==> config.mk <==
export PLATFORM = sky130hd
export DESIGN_NAME = grc_recip
export DESIGN_NICKNAME = d
export VERILOG_FILES = /design/src/hw/rtl/assert_macros.svh /design/src/hw/rtl/grc_pkg.sv /design/src/hw/rtl/grc_recip.sv
export SDC_FILE = /design/constraint.sdc
export NUM_CORES = 1
export LEC_CHECK = 0
export BUFFER_PORTS_ARGS = -buffer_cell sky130_fd_sc_hd__buf_2
export CORE_UTILIZATION = 45
export DETAILED_ROUTE_END_ITERATION = 6
export GPL_TIMING_DRIVEN = 1
export PLACE_DENSITY_LB_ADDON = 0.25
export SLEW_MARGIN = 40
export SYNTH_ARGS = -nofsm -noshare
export SYNTH_HDL_FRONTEND = slang
export SYNTH_SLANG_ARGS = --single-unit
==> constraint.sdc <==
create_clock -name clk -period 3.2 [get_ports clk]
set_input_delay 0.48 -clock clk [delete_from_list [all_inputs] [get_ports clk]]
set_output_delay 0.48 -clock clk [all_outputs]
set_load 0.05 [all_outputs]
==> src/hw/rtl/assert_macros.svh <==
// ----------------------------------------------------------------------------
// Assertion macros
// Short forms for the concurrent checks used in the RTL; clk and rst are taken
// from the module that uses them.
// ----------------------------------------------------------------------------
`ifndef ASSERT_MACROS_SVH
`define ASSERT_MACROS_SVH

// Same-cycle implication, disabled during reset.
`define ASSERT_IMP(label, ante, cons) \
  label: assert property (@(posedge clk) disable iff (rst) (ante) |-> (cons)) \
    else $error("%m: implication check failed");

// Next-cycle implication, disabled during reset.
`define ASSERT_NXT(label, ante, cons) \
  label: assert property (@(posedge clk) disable iff (rst) (ante) |=> (cons)) \
    else $error("%m: next-cycle check failed");

`endif

==> src/hw/rtl/grc_pkg.sv <==
// ----------------------------------------------------------------------------
// grc_pkg
// Shared constants, codes and types of the grid ray caster.
// ----------------------------------------------------------------------------
package grc_pkg;

  localparam logic [17:0] DIST_MAX   = 18'h3FFFF;
  localparam logic [7:0]  WALL_MIN   = 8'h01;
  localparam logic [7:0]  MARK_LO    = 8'hF0;
  localparam logic [7:0]  MARK_HI    = 8'hF3;

  localparam logic        OP_WRITE   = 1'b0;
  localparam logic        OP_CAST    = 1'b1;

  localparam int          CFG_IDX_W  = 8;
  localparam int          CFG_DATA_W = 7;
  localparam logic [CFG_IDX_W-1:0] REG_MAP_WIDTH  = 8'd0;
  localparam logic [CFG_IDX_W-1:0] REG_MAP_HEIGHT = 8'd1;
  localparam logic [CFG_DATA_W-1:0] MAP_SIZE_RESET = 7'd64;

  localparam logic [1:0]  FACE_NORTH = 2'd0;
  localparam logic [1:0]  FACE_EAST  = 2'd1;
  localparam logic [1:0]  FACE_SOUTH = 2'd2;
  localparam logic [1:0]  FACE_WEST  = 2'd3;
  localparam logic [1:0]  AXIS_X     = 2'd0;
  localparam logic [1:0]  AXIS_Y     = 2'd1;

  // 2^24 / mag needs 25 quotient bits
  localparam int          RECIP_BITS = 25;

  typedef struct packed {
    logic        start;
    logic [15:0] mag;
  } grc_recip_req_t;

  typedef struct packed {
    logic        done;
    logic [17:0] step;
  } grc_recip_rsp_t;

  typedef enum logic [8:0] {
    S_IDLE  = 9'b000000001,
    S_DIVX  = 9'b000000010,
    S_DIVY  = 9'b000000100,
    S_SIDEX = 9'b000001000,
    S_SIDEY = 9'b000010000,
    S_PREP  = 9'b000100000,
    S_STEP  = 9'b001000000,
    S_READ  = 9'b010000000,
    S_DONE  = 9'b100000000
  } grc_state_t;

  function automatic logic is_wall(input logic [7:0] t);
    return (t >= WALL_MIN) && !(t inside {[MARK_LO:MARK_HI]});
  endfunction

endpackage

==> src/hw/rtl/grc_recip.sv <==
// ----------------------------------------------------------------------------
// grc_recip
// Restoring divider for the step length floor(2^24 / mag), one quotient bit
// per cycle, saturated to DIST_MAX.
// ----------------------------------------------------------------------------
module grc_recip
  import grc_pkg::*;
(
  input  logic           clk,
  input  logic           rst,
  input  grc_recip_req_t req,
  output grc_recip_rsp_t rsp
);

  logic                  busy;
  logic [4:0]            cnt;
  logic [16:0]           rem;
  logic [RECIP_BITS-1:0] quo;
  logic [15:0]           mag;

  logic                  bit_in;
  logic [16:0]           rem_sh;
  logic                  ge;
  logic [16:0]           rem_next;
  logic [RECIP_BITS-1:0] quo_next;

  always_comb begin
    // dividend is a single one at the top bit
    bit_in   = (cnt == 5'(RECIP_BITS - 1));
    rem_sh   = {rem[15:0], bit_in};
    ge       = (rem_sh >= {1'b0, mag});
    rem_next = ge ? (rem_sh - {1'b0, mag}) : rem_sh;
    quo_next = {quo[RECIP_BITS-2:0], ge};
  end

  always_ff @(posedge clk) begin
    if (rst) begin
      busy     <= 1'b0;
      rsp.done <= 1'b0;
    end else begin
      // pulse done on the last quotient bit
      rsp.done <= busy && !req.start && (cnt == 5'd0);
      if (req.start) begin
        busy <= 1'b1;
        cnt  <= 5'(RECIP_BITS - 1);
        rem  <= '0;
        quo  <= '0;
        mag  <= req.mag;
      end else if (busy) begin
        rem <= rem_next;
        quo <= quo_next;
        cnt <= cnt - 5'd1;
        if (cnt == 5'd0) begin
          busy     <= 1'b0;
          rsp.step <= (quo_next > RECIP_BITS'(DIST_MAX)) ? DIST_MAX : quo_next[17:0];
        end
      end
    end
  end

endmodule

==> results.json <==
{
  "synth_edf_count": 79,
  "worstSetupStartpointType": "flop",
  "async_flop_share": 0,
  "num_rows": 34,
  "layout-drive-gt1-share": 0.227,
  "clock_sinks": 81,
  "synth_top_family_by_area": "simple AND/OR/NAND/NOR gates",
  "cts_max_level": 3,
  "synth_cell_type_count": 51,
  "peakVddDrop_uv": 238,
  "critPathArrivalTime_ps": 3110,
  "finalCritPeriodShare": 0.913,
  "die_area_mm2": 0.00943,
  "status": "complete, no violations",
  "p_clk_frac": 0.300,
  "tightest_slew_ps": 584,
  "start_util": 0.467,
  "maxCapViolCount": 0,
  "dp_slack_ps": 183,
  "comb_power_share": 0.183,
  "first_pass_iters": 4,
  "die_h_um": 97.1,
  "grt_antenna_before_repair": 0,
  "n_antenna_cell": 0,
  "rsz0062_at_grt": "no",
  "synth-seq-cells": 81,
  "power.leakage_nw": 1.70,
  "vias": 2640,
  "final_cell_mix": "edfxtp_1 (79), buf_2 (36), nor2b_1 (25)",
  "crit_chain": "inv_1 -> ha_1 -> nor2b_1 -> nand3_1 -> ha_1 -> fa_1 -> nor2b_1 -> o31ai_2 -> a211oi_2 -> o21ai_0 -> a21o_1 -> a311oi_1",
  "synthMuxAreaShare": 0.00246,
  "port_buffers": 37,
  "dpl.hpwl_um": 4810,
  "syn_nets": 377,
  "final_nets": 420,
  "cts_buffers": 9,
  "setup_viol": 0,
  "vias_per_cell": 5.33,
  "grt_pass1_wl_um": 12100,
  "hp-class": "in2reg",
  "routed_wl_um": 7140,
  "ys_seq_area_frac": 0.593,
  "switching_share": 0.294,
  "yosysWarningCount": 0,
  "synthesis.area_mm2": 0.00407,
  "gp_congestion": 0.860,
  "final_common_cell": "edfxtp_1",
  "synth_xor_area_frac": 0.0215,
  "die_x_um": 97.1,
  "p_int_mw": 1.73,
  "worst_path_largest_cell_delay_ps": 420,
  "synthAdderAreaFrac": 0.0602,
  "timing.fmax_ghz": 0.342,
  "clk_pin_slew_worst_paths_ps": 90,
  "power.density_mw_per_mm2": 531,
  "tns_ps": 0,
  "route.detailed.drc": 0,
  "core_mm2": 0.00872,
  "grt_usage": 0.162,
  "synth-simple-area-share": 0.158,
  "cp-end-kind": "flop",
  "overflow": 0,
  "drt_iter0_drc": 116,
  "clk_latency_ps": 360,
  "fin_skew_ps": 13.5,
  "slowest_stage": "edfxtp_1",
  "syn_avg_cell_area_um2": 12.0,
  "grt_max_degree": 44,
  "antenna_left": 0,
  "grt_pass1_vias": 2542,
  "syn_inst": 339,
  "synth_compound_area_frac": 0.130,
  "cts_buffer_depth": 2,
  "cts_tree": "built",
  "net-switching-power_uw": 721,
  "io_pins": 38,
  "drt-wirelength-per-cell_um": 14.4,
  "fin_crit_ps": 2920,
  "fillers": 728,
  "postCtsSetupBuffers": 0,
  "drv_slew": 0,
  "p_total_mw": 2.45,
  "hold_violations": 0,
  "sequentialPowerShare": 0.517,
  "path_class": "reg2reg",
  "path_max_fanout": 4,
  "relSlewSlack": 0.610,
  "hold_buffers": 0,
  "worst_slack_ps": 278,
  "synth_ff_type": "edfxtp_1",
  "area_growth_pct": 13.3,
  "postLayoutCoreUtil": 0.529,
  "crit_required_ps": 3390,
  "root_buffer": "clkbuf_8"
}
-- path summary, 6_finish.rpt --
check	endpoint	from	depth (start not counted)	slack, ps
worst max-delay path	rem[14]	cnt[0]	12	280
worst min-delay path	mag[8]	req[8]	1	290
worst min register to register	rsp[18]	busy	1	520
worst max register to register	rem[14]	cnt[0]	12	280
-- stage by stage --
stage               hold slack (ps)  cell area (um^2)  cells
floorplan                       482              4080    339
global placement                503              4410    479
detailed placement              509              4410    479
CTS                             272              4610    495
global route                    272              4610    495
finish                          291              4610    495
-- area by class of cell --
class,count,area (um^2),share of cell area
Tap cell,108,135,0.0293
Multi-Input combinational cell,224,1540,0.334
Clock inverter,7,71.3,0.0155
Inverter,23,86.3,0.0187
Clock buffer,9,124,0.0268
Timing Repair Buffer,43,245,0.0531
Sequential cell,81,2410,0.523
-- power by group through the flow --
stage | combinational [mW] | sequential (mW) | clock, mW
6_report | 0.447 | 1.27 | 0.735
5_1_grt | 0.497 | 1.27 | 0.795
4_1_cts | 0.445 | 1.27 | 0.757
3_5_place_dp | 0.440 | 1.29 | 0
3_3_place_gp | 0.434 | 1.29 | 0
2_1_floorplan | 0.344 | 1.28 | 0
-- logic make-up after synthesis --
family / Yosys count
muxes: 1
and+or+nand+nor: 120
adders and majority gates: 19
buffers and inverters: 34
AOI/OAI and AO/OA: 74
DFF: 81
xor gates and xnor gates: 10
-- critical path: cells and delay by family (launching register included) --
kind	cells	cell delay (ps)
AND/OR/NAND/NOR	3	480
buffers and inverters	1	110
AO/OA/AOI/OAI	5	970
flip-flops	1	420
adder cells (fa/ha/maj)	3	770
-- synthesized netlist by cell type, drive strengths merged (2+ instances only) --
master	n	share of area
a21oi	22	0.028
clkbuf	8	0.0074
a21o	8	0.015
o41ai	2	0.0043
xor2	2	0.0043
edfxtp	79	0.58
nand2b	4	0.0061
o21ai	16	0.021
a211oi	4	0.0086
o22ai	3	0.0046
nand2	15	0.014
nor3	8	0.0098
ha	18	0.055
nand3	17	0.021
o31ai	2	0.0049
xnor2	8	0.017
buf	3	0.0074
a211o	2	0.0043
nor2b	25	0.038
dfxtp	2	0.0098
nor4b	2	0.0043
nor2	19	0.018
or2	17	0.026
and3	3	0.0046
o211ai	3	0.0068
and2	3	0.0046
inv	23	0.021
o21a	4	0.0092
a311oi	2	0.0086
or3	4	0.0065
-- what timing repair did --
action / CTS / global route
gates resized for setup: 0 / 1
endpoints found under the hold margin: 0 / 0
setup endpoints to repair: 0 / 1
-- per-layer routing --
| metal | vias up | global-route usage | wire length, um |
|---|---|---|---|
| met5 | - | 0 | 0 |
| met4 | 0 | 0.0666 | 105 |
| met3 | 8 | 0.0360 | 251 |
| met2 | 50 | 0.269 | 3360 |
| met1 | 1259 | 0.207 | 3420 |
| li1 | 1323 | - | - |
-- registers in the layout, indices dropped and copies added, names as in the netlist --
name / cells
quo: 24
rsp: 19
cnt: 5
mag: 16
rem: 16
busy: 1
No activity file was read; power rests on OpenSTA's default activity.
